**src/hdl/doq_pkg.sv**
```systemverilog
// Package for the deadline-ordered ready queue: sizes, codes, entry and
// control structs, and the ring address helper. No dependencies.
`default_nettype none

package doq_pkg;

  localparam int QUEUE_DEPTH = 32;
  localparam int IDX_W       = $clog2(QUEUE_DEPTH);
  localparam int CNT_W       = $clog2(QUEUE_DEPTH + 1);
  localparam int ID_W        = 5;
  localparam int DL_W        = 32;
  localparam int MODE_W      = 2;
  localparam int STATUS_W    = 2;
  localparam int OCC_W       = 6;

  typedef enum logic [MODE_W-1:0] {
    MODE_INSERT = 2'd0,
    MODE_POP    = 2'd1,
    MODE_YIELD  = 2'd2,
    MODE_NONE   = 2'd3
  } mode_e;

  typedef enum logic [STATUS_W-1:0] {
    ST_OK    = 2'd0,
    ST_EMPTY = 2'd1,
    ST_FULL  = 2'd2
  } status_e;

  typedef struct packed {
    logic [ID_W-1:0] id;
    logic [DL_W-1:0] dl;
  } entry_t;

  typedef struct packed {
    mode_e  mode;
    entry_t ent;
  } cmd_t;

  typedef struct packed {
    logic             we;
    logic [IDX_W-1:0] waddr;
    entry_t           wdata;
    logic             re;
    logic [IDX_W-1:0] raddr;
  } mem_req_t;

  typedef struct packed {
    logic             popped_valid;
    logic [ID_W-1:0]  popped_id;
    logic [DL_W-1:0]  popped_dl;
    status_e          status;
    logic [OCC_W-1:0] occupancy;
  } result_t;

  // Ring address of logical position idx, counted from the head.
  function automatic logic [IDX_W-1:0] ring_addr(input logic [IDX_W-1:0] head,
                                                 input logic [IDX_W-1:0] idx);
    logic [IDX_W:0] sum;
    sum = {1'b0, head} + {1'b0, idx};
    if (sum >= (IDX_W+1)'(QUEUE_DEPTH)) begin
      sum = sum - (IDX_W+1)'(QUEUE_DEPTH);
    end
    return sum[IDX_W-1:0];
  endfunction

endpackage

`default_nettype wire

```
**src/hdl/doq_if.sv**
```systemverilog
// Valid/ready channel interfaces for the ready queue: command in, result out.
// Depends on doq_pkg for field widths.
`default_nettype none

interface doq_in_if import doq_pkg::*; ();
  logic              valid;
  logic              ready;
  logic [MODE_W-1:0] mode;
  logic [ID_W-1:0]   task_id;
  logic [DL_W-1:0]   deadline;

  modport source (output valid, mode, task_id, deadline, input ready);
  modport sink   (input valid, mode, task_id, deadline, output ready);
endinterface

interface doq_out_if import doq_pkg::*; ();
  logic                valid;
  logic                ready;
  logic                popped_valid;
  logic [ID_W-1:0]     popped_task_id;
  logic [DL_W-1:0]     popped_deadline;
  logic [STATUS_W-1:0] status;
  logic [OCC_W-1:0]    occupancy;

  modport source (output valid, popped_valid, popped_task_id, popped_deadline, status,
                  occupancy, input ready);
  modport sink   (input valid, popped_valid, popped_task_id, popped_deadline, status,
                  occupancy, output ready);
endinterface

`default_nettype wire

```
**src/hdl/doq_ram.sv**
```systemverilog
// Entry store of the ready queue: one write port, one registered read port.
// Depends on doq_pkg.
`default_nettype none

module doq_ram import doq_pkg::*; (
  input  wire logic     clk_i,
  input  wire mem_req_t req_i,
  output entry_t        rdata_o
);

  entry_t mem_q [QUEUE_DEPTH];
  entry_t rdata_q;

  always_ff @(posedge clk_i) begin
    if (req_i.we) begin
      mem_q[req_i.waddr] <= req_i.wdata;
    end
    if (req_i.re) begin
      rdata_q <= mem_q[req_i.raddr];
    end
  end

  assign rdata_o = rdata_q;

endmodule

`default_nettype wire

```
**src/hdl/doq_ctrl.sv**
```systemverilog
// Sequencer of the ready queue: ring head and count, pop from the head,
// sorted insert by a backward scan that shifts one entry per cycle.
// Depends on doq_pkg; drives doq_ram through a mem_req_t.
`default_nettype none

module doq_ctrl import doq_pkg::*; (
  input  wire logic    clk_i,
  input  wire logic    rst_ni,
  input  wire logic    req_valid_i,
  input  wire cmd_t    req_i,
  output logic         req_ready_o,
  output logic         res_valid_o,
  output result_t      res_o,
  input  wire logic    res_ready_i,
  output mem_req_t     mem_req_o,
  input  wire entry_t  mem_rdata_i
);

  typedef enum logic [4:0] {
    S_IDLE  = 5'b00001,
    S_POP   = 5'b00010,
    S_SCAN  = 5'b00100,
    S_WRNEW = 5'b01000,
    S_DONE  = 5'b10000
  } state_e;

  state_e           state_q, state_d;
  logic [IDX_W-1:0] head_q, head_d;
  logic [CNT_W-1:0] count_q, count_d;
  logic [IDX_W-1:0] idx_q, idx_d;
  cmd_t             cmd_q, cmd_d;
  result_t          res_q, res_d;

  logic             ins_start;
  logic [CNT_W-1:0] ins_n;
  entry_t           ins_ent;
  logic [IDX_W-1:0] scan_j;
  logic             scan_shift;

  assign scan_j     = idx_q - IDX_W'(1);
  // Position zero moves only on a strictly later deadline, the rest on equal too.
  assign scan_shift = (scan_j != '0) ? (mem_rdata_i.dl >= cmd_q.ent.dl)
                                     : (mem_rdata_i.dl >  cmd_q.ent.dl);

  always_comb begin
    state_d     = state_q;
    head_d      = head_q;
    count_d     = count_q;
    idx_d       = idx_q;
    cmd_d       = cmd_q;
    res_d       = res_q;
    mem_req_o   = '0;
    ins_start   = 1'b0;
    ins_n       = count_q;
    ins_ent     = cmd_q.ent;
    req_ready_o = (state_q == S_IDLE);

    unique case (state_q)
      S_IDLE: begin
        if (req_valid_i) begin
          cmd_d = req_i;
          res_d = '0;
          unique case (req_i.mode)
            MODE_INSERT: begin
              if (count_q == CNT_W'(QUEUE_DEPTH)) begin
                res_d.status = ST_FULL;
                state_d      = S_DONE;
              end else begin
                ins_start = 1'b1;
                ins_n     = count_q;
                ins_ent   = req_i.ent;
              end
            end
            MODE_POP, MODE_YIELD: begin
              if (count_q == '0) begin
                res_d.status = ST_EMPTY;
                state_d      = S_DONE;
              end else begin
                mem_req_o.re    = 1'b1;
                mem_req_o.raddr = head_q;
                state_d         = S_POP;
              end
            end
            default: begin
              state_d = S_DONE;
            end
          endcase
        end
      end
      S_POP: begin
        res_d.popped_valid = 1'b1;
        res_d.popped_id    = mem_rdata_i.id;
        res_d.popped_dl    = mem_rdata_i.dl;
        head_d             = ring_addr(head_q, IDX_W'(1));
        count_d            = count_q - CNT_W'(1);
        if (cmd_q.mode == MODE_YIELD) begin
          ins_start = 1'b1;
          ins_n     = count_q - CNT_W'(1);
          ins_ent   = cmd_q.ent;
        end else begin
          state_d = S_DONE;
        end
      end
      S_SCAN: begin
        mem_req_o.we = 1'b1;
        if (scan_shift) begin
          // Move the entry one place toward the tail; fetch the next one down unless position zero moved.
          mem_req_o.waddr = ring_addr(head_q, idx_q);
          mem_req_o.wdata = mem_rdata_i;
          idx_d           = scan_j;
          if (scan_j == '0) begin
            state_d = S_WRNEW;
          end else begin
            mem_req_o.re    = 1'b1;
            mem_req_o.raddr = ring_addr(head_q, scan_j - IDX_W'(1));
          end
        end else begin
          mem_req_o.waddr = ring_addr(head_q, idx_q);
          mem_req_o.wdata = cmd_q.ent;
          count_d         = count_q + CNT_W'(1);
          state_d         = S_DONE;
        end
      end
      S_WRNEW: begin
        mem_req_o.we    = 1'b1;
        mem_req_o.waddr = ring_addr(head_q, idx_q);
        mem_req_o.wdata = cmd_q.ent;
        count_d         = count_q + CNT_W'(1);
        state_d         = S_DONE;
      end
      S_DONE: begin
        if (res_ready_i) begin
          state_d = S_IDLE;
        end
      end
      default: begin
        state_d = S_IDLE;
      end
    endcase

    if (ins_start) begin
      if (ins_n == '0) begin
        mem_req_o.we    = 1'b1;
        mem_req_o.waddr = head_d;
        mem_req_o.wdata = ins_ent;
        count_d         = count_d + CNT_W'(1);
        state_d         = S_DONE;
      end else begin
        // Start the scan at the tail entry.
        mem_req_o.re    = 1'b1;
        mem_req_o.raddr = ring_addr(head_d, IDX_W'(ins_n - CNT_W'(1)));
        idx_d           = IDX_W'(ins_n);
        state_d         = S_SCAN;
      end
    end
  end

  always_ff @(posedge clk_i or negedge rst_ni) begin
    if (!rst_ni) begin
      state_q <= S_IDLE;
      head_q  <= '0;
      count_q <= '0;
    end else begin
      state_q <= state_d;
      head_q  <= head_d;
      count_q <= count_d;
    end
  end

  always_ff @(posedge clk_i) begin
    idx_q <= idx_d;
    cmd_q <= cmd_d;
    res_q <= res_d;
  end

  assign res_valid_o = (state_q == S_DONE);

  always_comb begin
    res_o           = res_q;
    res_o.occupancy = OCC_W'(count_q);
  end

endmodule

`default_nettype wire

```
**src/hdl/deadline_ordered_ready_queue_core.sv**
```systemverilog
// Earliest-deadline-first ready queue, one result beat per command beat.
// A pop reads the head entry. An insert scans back from the tail, moving each entry
// that must follow the new one a place toward the tail (at most QUEUE_DEPTH - 1 of them),
// and writes straight in when the queue is empty; a yield pops, then inserts.
// Throughput set by the single entry RAM: one entry read and shifted per cycle.
// The output register holds a result beat while the next command runs. Reset empties the
// queue at once.
`default_nettype none

module deadline_ordered_ready_queue_core import doq_pkg::*; (
  input  wire logic clk_i,
  input  wire logic rst_ni,
  doq_in_if.sink    in_i,
  doq_out_if.source out_o
);

  cmd_t     cmd;
  logic     res_valid;
  logic     res_ready;
  result_t  res;
  mem_req_t mem_req;
  entry_t   mem_rdata;
  logic     out_valid_q;
  result_t  out_q;

  assign cmd.mode   = mode_e'(in_i.mode);
  assign cmd.ent.id = in_i.task_id;
  assign cmd.ent.dl = in_i.deadline;

  doq_ctrl u_ctrl (
    .clk_i       (clk_i),
    .rst_ni      (rst_ni),
    .req_valid_i (in_i.valid),
    .req_i       (cmd),
    .req_ready_o (in_i.ready),
    .res_valid_o (res_valid),
    .res_o       (res),
    .res_ready_i (res_ready),
    .mem_req_o   (mem_req),
    .mem_rdata_i (mem_rdata)
  );

  doq_ram u_ram (
    .clk_i   (clk_i),
    .req_i   (mem_req),
    .rdata_o (mem_rdata)
  );

  assign res_ready = !out_valid_q || out_o.ready;

  always_ff @(posedge clk_i or negedge rst_ni) begin
    if (!rst_ni) begin
      out_valid_q <= 1'b0;
    end else if (res_ready) begin
      out_valid_q <= res_valid;
    end
  end

  always_ff @(posedge clk_i) begin
    if (res_ready && res_valid) begin
      out_q <= res;
    end
  end

  assign out_o.valid           = out_valid_q;
  assign out_o.popped_valid    = out_q.popped_valid;
  assign out_o.popped_task_id  = out_q.popped_id;
  assign out_o.popped_deadline = out_q.popped_dl;
  assign out_o.status          = out_q.status;
  assign out_o.occupancy       = out_q.occupancy;

endmodule

`default_nettype wire
```
**src/flat_wrapper.sv**
```systemverilog
// flat-port wrapper written by rule: the top's interface ports become plain ports
module deadline_ordered_ready_queue_core_flat import doq_pkg::*;
  (clk_i, rst_ni, in_i_valid, in_i_mode, in_i_task_id, in_i_deadline, in_i_ready, out_o_valid, out_o_popped_valid, out_o_popped_task_id, out_o_popped_deadline, out_o_status, out_o_occupancy, out_o_ready);
  doq_in_if in_i_i ();
  doq_out_if out_o_i ();
  input  wire logic clk_i;
  input  wire logic rst_ni;
  input wire logic [$bits(in_i_i.valid)-1:0] in_i_valid;
  input wire logic [$bits(in_i_i.mode)-1:0] in_i_mode;
  input wire logic [$bits(in_i_i.task_id)-1:0] in_i_task_id;
  input wire logic [$bits(in_i_i.deadline)-1:0] in_i_deadline;
  output wire logic [$bits(in_i_i.ready)-1:0] in_i_ready;
  output wire logic [$bits(out_o_i.valid)-1:0] out_o_valid;
  output wire logic [$bits(out_o_i.popped_valid)-1:0] out_o_popped_valid;
  output wire logic [$bits(out_o_i.popped_task_id)-1:0] out_o_popped_task_id;
  output wire logic [$bits(out_o_i.popped_deadline)-1:0] out_o_popped_deadline;
  output wire logic [$bits(out_o_i.status)-1:0] out_o_status;
  output wire logic [$bits(out_o_i.occupancy)-1:0] out_o_occupancy;
  input wire logic [$bits(out_o_i.ready)-1:0] out_o_ready;
  assign in_i_i.valid = in_i_valid;
  assign in_i_i.mode = in_i_mode;
  assign in_i_i.task_id = in_i_task_id;
  assign in_i_i.deadline = in_i_deadline;
  assign in_i_ready = in_i_i.ready;
  assign out_o_valid = out_o_i.valid;
  assign out_o_popped_valid = out_o_i.popped_valid;
  assign out_o_popped_task_id = out_o_i.popped_task_id;
  assign out_o_popped_deadline = out_o_i.popped_deadline;
  assign out_o_status = out_o_i.status;
  assign out_o_occupancy = out_o_i.occupancy;
  assign out_o_i.ready = out_o_ready;
  deadline_ordered_ready_queue_core u_core (.clk_i(clk_i), .rst_ni(rst_ni), .in_i(in_i_i), .out_o(out_o_i));
endmodule
```
**config.mk**
```make
export PLATFORM = sky130hd
export DESIGN_NAME = deadline_ordered_ready_queue_core_flat
export DESIGN_NICKNAME = d
export VERILOG_FILES = /design/src/hdl/doq_pkg.sv /design/src/hdl/doq_if.sv /design/src/hdl/doq_ram.sv /design/src/hdl/doq_ctrl.sv /design/src/hdl/deadline_ordered_ready_queue_core.sv /design/src/flat_wrapper.sv
export SDC_FILE = /design/constraint.sdc
export NUM_CORES = 2
export LEC_CHECK = 0
export BUFFER_PORTS_ARGS = -buffer_cell sky130_fd_sc_hd__buf_2
export CAP_MARGIN = 20
export CELL_PAD_IN_SITES_DETAIL_PLACEMENT = 2
export CELL_PAD_IN_SITES_GLOBAL_PLACEMENT = 2
export CORE_ASPECT_RATIO = 1.1
export CORE_UTILIZATION = 52
export DETAILED_ROUTE_END_ITERATION = 8
export PLACE_DENSITY = 0.85
export RECOVER_POWER = 100
export SLEW_MARGIN = 15
export SYNTH_ARGS = -nofsm -noshare
export SYNTH_HDL_FRONTEND = slang
export SYNTH_HIERARCHICAL = 1
export SYNTH_SLANG_ARGS = --single-unit
```
**constraint.sdc**
```tcl
create_clock -name clk_i -period 9.5 [get_ports clk_i]
set_input_delay 1.9 -clock clk_i [delete_from_list [all_inputs] [get_ports clk_i]]
set_output_delay 1.9 -clock clk_i [all_outputs]
set_load 0.02 [all_outputs]
```
==> results of run 1 <==
[cell families after synthesis]
kind of cell               share of synthesized area
muxes                                         0.1081
xor gates and xnor gates                    0.005888
AOI/OAI and AO/OA                            0.06018
DFF                                           0.7440
and+or+nand+nor                              0.04222
buffers and inverters                        0.02608
adders and majority gates                    0.01359
[through the flow]
step,setup WS [ns],area (sq um),std cells,hold slack (ns)
after global placement,3.050,57090,4625,0.4017
after floorplan,4.065,55040,3257,0.4003
==> flow_summary.json, run 1 <==
{
  "num_io_pins": 91,
  "start_util": 0.5271,
  "rows": 124,
  "syn_avg_cell_area_sq_um": 16.90,
  "dieWidth_um": 312.2,
  "status": "aborted with a tool error",
  "yosys_most_used_dff": "edfxtp_1",
  "synth_cell_types": 82,
  "die_h_um": 343.2,
  "synthDominantCellAreaShare": 0.7344,
  "hpwl_um": 136100,
  "yosys-top-cells-area": "edfxtp_1 73%, mux2i_1 11%, a22oi_1 1.5%",
  "lastStage": "detailed placement (3_5_place_dp)",
  "yosysSeqAreaShare": 0.7440,
  "synthArstFlopShare": 0.01243,
  "syn_area_sq_um": 55040,
  "synth_most_common_cell": "edfxtp_1",
  "yosys.area.top_type": "edfxtp_1",
  "gp_congestion": 0.8414,
  "synth-edff-count": 1346,
  "synth_cells": 3257,
  "error": "[ERROR DPL-0033] detailed placement checks failed during check placement.",
  "synth-seq-cells": 1368,
  "synth_warnings": 6,
  "portBuffers": 90,
  "netlist_top_cells_count": "1346 x edfxtp_1, 592 x mux2i_1, 142 x a21oi_1",
  "synth_nets": 3358
}
==> inputs of run 2 (changes only) <==
- CELL_PAD_IN_SITES_DETAIL_PLACEMENT: 2 -> not set
- CELL_PAD_IN_SITES_GLOBAL_PLACEMENT: 2 -> not set
- CORE_ASPECT_RATIO: 1.1 -> not set
- CORE_UTILIZATION: 52 -> 40
- PLACE_DENSITY: 0.85 -> not set
- PLACE_DENSITY_LB_ADDON: not set -> 0.15
==> flow_summary.json, run 2 <==
{
  "status": "finished, violations left",
  "violations": "DRC, capacitance limit, slew limit",
  "portBuffers": 90,
  "synthDominantCellAreaShare": 0.7344,
  "layout_setup_ws_ns": 1.750,
  "top_register": "u_core/u_ram/mem_q",
  "netlist_top_cells_count": "1346 x edfxtp_1, 592 x mux2i_1, 142 x a21oi_1",
  "grt_pass1_vias": 29608,
  "via_count": 30396,
  "cts_setup_buffers": 0,
  "synthMuxAreaShare": 0.1081,
  "final_common_cell": "edfxtp_1",
  "synthAdderAreaFrac": 0.01359,
  "switching_share": 0.2941,
  "die-area_sq_um": 139100,
  "drtPass1Iterations": 9,
  "synthXorXnorAreaFrac": 0.005888,
  "track_usage": 0.2180,
  "tightest_slew_ns": 3.248,
  "nets": 3479,
  "rows": 135,
  "multi_input_area_sq_um": 12840,
  "setup_viol": 0,
  "syn_area_sq_um": 55040,
  "grt_pass1_wl_um": 217700,
  "synthArstFlopShare": 0.01243,
  "final_util": 0.4550,
  "cp_data_arrival_time_ns": 8.14,
  "wirelength_um": 153700,
  "max_freq_ghz": 0.1290,
  "drtIter0Drc": 3054,
  "grt_max_degree": 133,
  "syn_avg_cell_area_sq_um": 16.90,
  "crit_family": "simple AND/OR/NAND/NOR gates",
  "route.detailed.drc": 21,
  "synth-simple-area-share": 0.04222,
  "reg2reg_from": "u_core/u_ctrl/state_q[4]",
  "die_h_um": 372.9,
  "max_slew_margin": -1.166,
  "cpMaxStageDelayCell": "nor2_1",
  "viasPerCell": 5.763,
  "yosys-top-cells-area": "edfxtp_1 73%, mux2i_1 11%, a22oi_1 1.5%",
  "gp_congestion": 0.8612,
  "rsz0062_at_grt": "false",
  "endpoint": "u_core/u_ram/mem_q[12][35]",
  "synth_warnings": 6,
  "clock_power_share": 0.338,
  "post-route-period-util": 0.8158,
  "drv_slew": 941,
  "hp-class": "reg2reg",
  "cp.required_ns": 9.89,
  "num_io_pins": 91,
  "drive_gt1_frac": 0.08703,
  "leakagePower_nw": 19.85,
  "cp_cell_sequence": "nor3_1 > buf_8 > nand3_1 > nor2_1 > a21oi_1 > ha_1 > nor2b_1 > nand3_1 > o22ai_1 > a311o_1 > o211ai_1 > nand2b_1 > o22ai_1 > or3b_1 > nor2_1 > buf_4",
  "cp_max_fo": 26,
  "clock_sinks": 1368,
  "synth_top_family_by_area": "multiplexers",
  "cp.depth": 16,
  "dieWidth_um": 372.9,
  "clock_skew_ns": 0.02878,
  "clock_path_buffers": 3,
  "endpoint_kind": "flip-flop",
  "hpwl_um": 79280,
  "synth-seq-cells": 1368,
  "layout_common_cells": "1346 x edfxtp_1, 592 x mux2i_1, 143 x clkbuf_16",
  "power.internal_mw": 11.68,
  "final_area_sq_um": 61860,
  "ctsHoldBuffers": 0,
  "yosys_most_used_dff": "edfxtp_1",
  "cts-resized-gates": 0,
  "pwr-share-seq": 0.446,
  "antenna_left": 0,
  "antenna_cells": 0,
  "synth-compound-area-share": 0.06018,
  "yosysSeqAreaShare": 0.7440,
  "grt-ovfl-total": 0,
  "area_growth_pct": 12.40,
  "powerDensity_nw_per_um2": 267.5,
  "largest_register_ffs": 1184,
  "cts_tree": "done",
  "synth_cells": 3257,
  "nFillCells": 11611,
  "htreeDepth": 4,
  "root_buffer": "clkbuf_16",
  "wl_per_cell_um": 29.14,
  "path_class": "reg2reg",
  "cap_violations": 27,
  "synth_cell_types": 82,
  "critical_path_buf_inv_count": 2,
  "timing.rr.end": "u_core/u_ram/mem_q[12][35]",
  "p_sw_mw": 4.867,
  "synth_most_common_cell": "edfxtp_1",
  "r2r_cells": 16,
  "hold_viol": 0,
  "synth_nets": 3358,
  "startpoint_type": "flip-flop",
  "vdd_drop_max_v": 0.0002096,
  "combPwrFrac": 0.216,
  "cp-startpoint": "u_core/u_ctrl/state_q[4]",
  "antenna_found_initial": 1,
  "fin_crit_ns": 7.750,
  "r2r_slack_ns": 1.75,
  "seq_area_sq_um": 40950,
  "dp_slack_ns": 2.638,
  "cts_buffers": 141,
  "setup-tns-final_ns": 0,
  "core-area_sq_um": 136000,
  "path_clk_slew_ns": 0.06,
  "critPathMaxStageDelay_ns": 1.38,
  "synth-edff-count": 1346,
  "yosys.area.top_type": "edfxtp_1",
  "start_util": 0.4048,
  "place_area_sq_um": 57490,
  "worstSkewPairLatency_ns": 0.78
}
run 2: cell counts after synthesis:
No cell type changed its count.
run 2: through the flow:
stage / hold WS, ns / cells / power (mW)
floorplan: 0.4003 / 3257 / 9.971
global placement: 0.4017 / 5009 / 11.04
detailed placement: 0.4045 / 5011 / 11.09
CTS: 0.4179 / 5269 / 16.68
global route: 0.4231 / 5274 / 17.17
finish: 0.4163 / 5274 / 16.55
run 2: cell families (layout without fill, tap and decap cells):
family / after synthesis / after routing
AO/OA/AOI/OAI: 463 / 463
XOR/XNOR: 37 / 37
adder cells (fa/ha/maj): 58 / 58
buffers and inverters: 266 / 502
flip-flops: 1368 / 1368
multiplexers: 594 / 594
AND/OR/NAND/NOR: 471 / 471
run 2: metal layers:
layer,up-vias,part of all wire,global-route usage
li1,13112,-,-
met4,0,0.021,0.05762
met3,203,0.058,0.03069
met1,15971,0.45,0.3140
met5,-,0,0
met2,1110,0.47,0.3460
run 2: worst min path at each step:
stage / from / endpoint / slack, ns / cells after the start
detailed placement: u_core/u_ctrl/res_o[33] / u_core/out_o.popped_deadline[25] / 0.40 / 0
finish: u_core/u_ctrl/res_o[15] / u_core/out_o.popped_deadline[7] / 0.42 / 0
global placement: u_core/u_ctrl/res_o[24] / u_core/out_o.popped_deadline[16] / 0.40 / 0
CTS: u_core/u_ctrl/res_o[33] / u_core/out_o.popped_deadline[25] / 0.42 / 0
floorplan: u_core/u_ctrl/res_o[8] / u_core/out_o.popped_deadline[0] / 0.40 / 0
global route: u_core/u_ctrl/res_o[45] / u_core/out_o.popped_valid / 0.42 / 0
run 2: power by group through the flow:
stage               combinational [mW]  clock, mW  sequential (mW)
floorplan                         2.62          0             7.35
global placement                  3.56          0             7.48
detailed placement                3.60          0             7.49
CTS                               3.61       5.71             7.36
global route                      3.85       5.92             7.40
finish                            3.58       5.60             7.38
run 2: cell type report:
cell class                 instances  share of cell area
inverter                          90            0.005481
clock inverter                    85             0.01588
sequential                      1368              0.6619
multi-input combinational       1623              0.2075
timing repair buffer             154             0.01355
clock buffer                     173             0.05967
tap                             1781             0.03602
(Power assumes the default switching activity.)
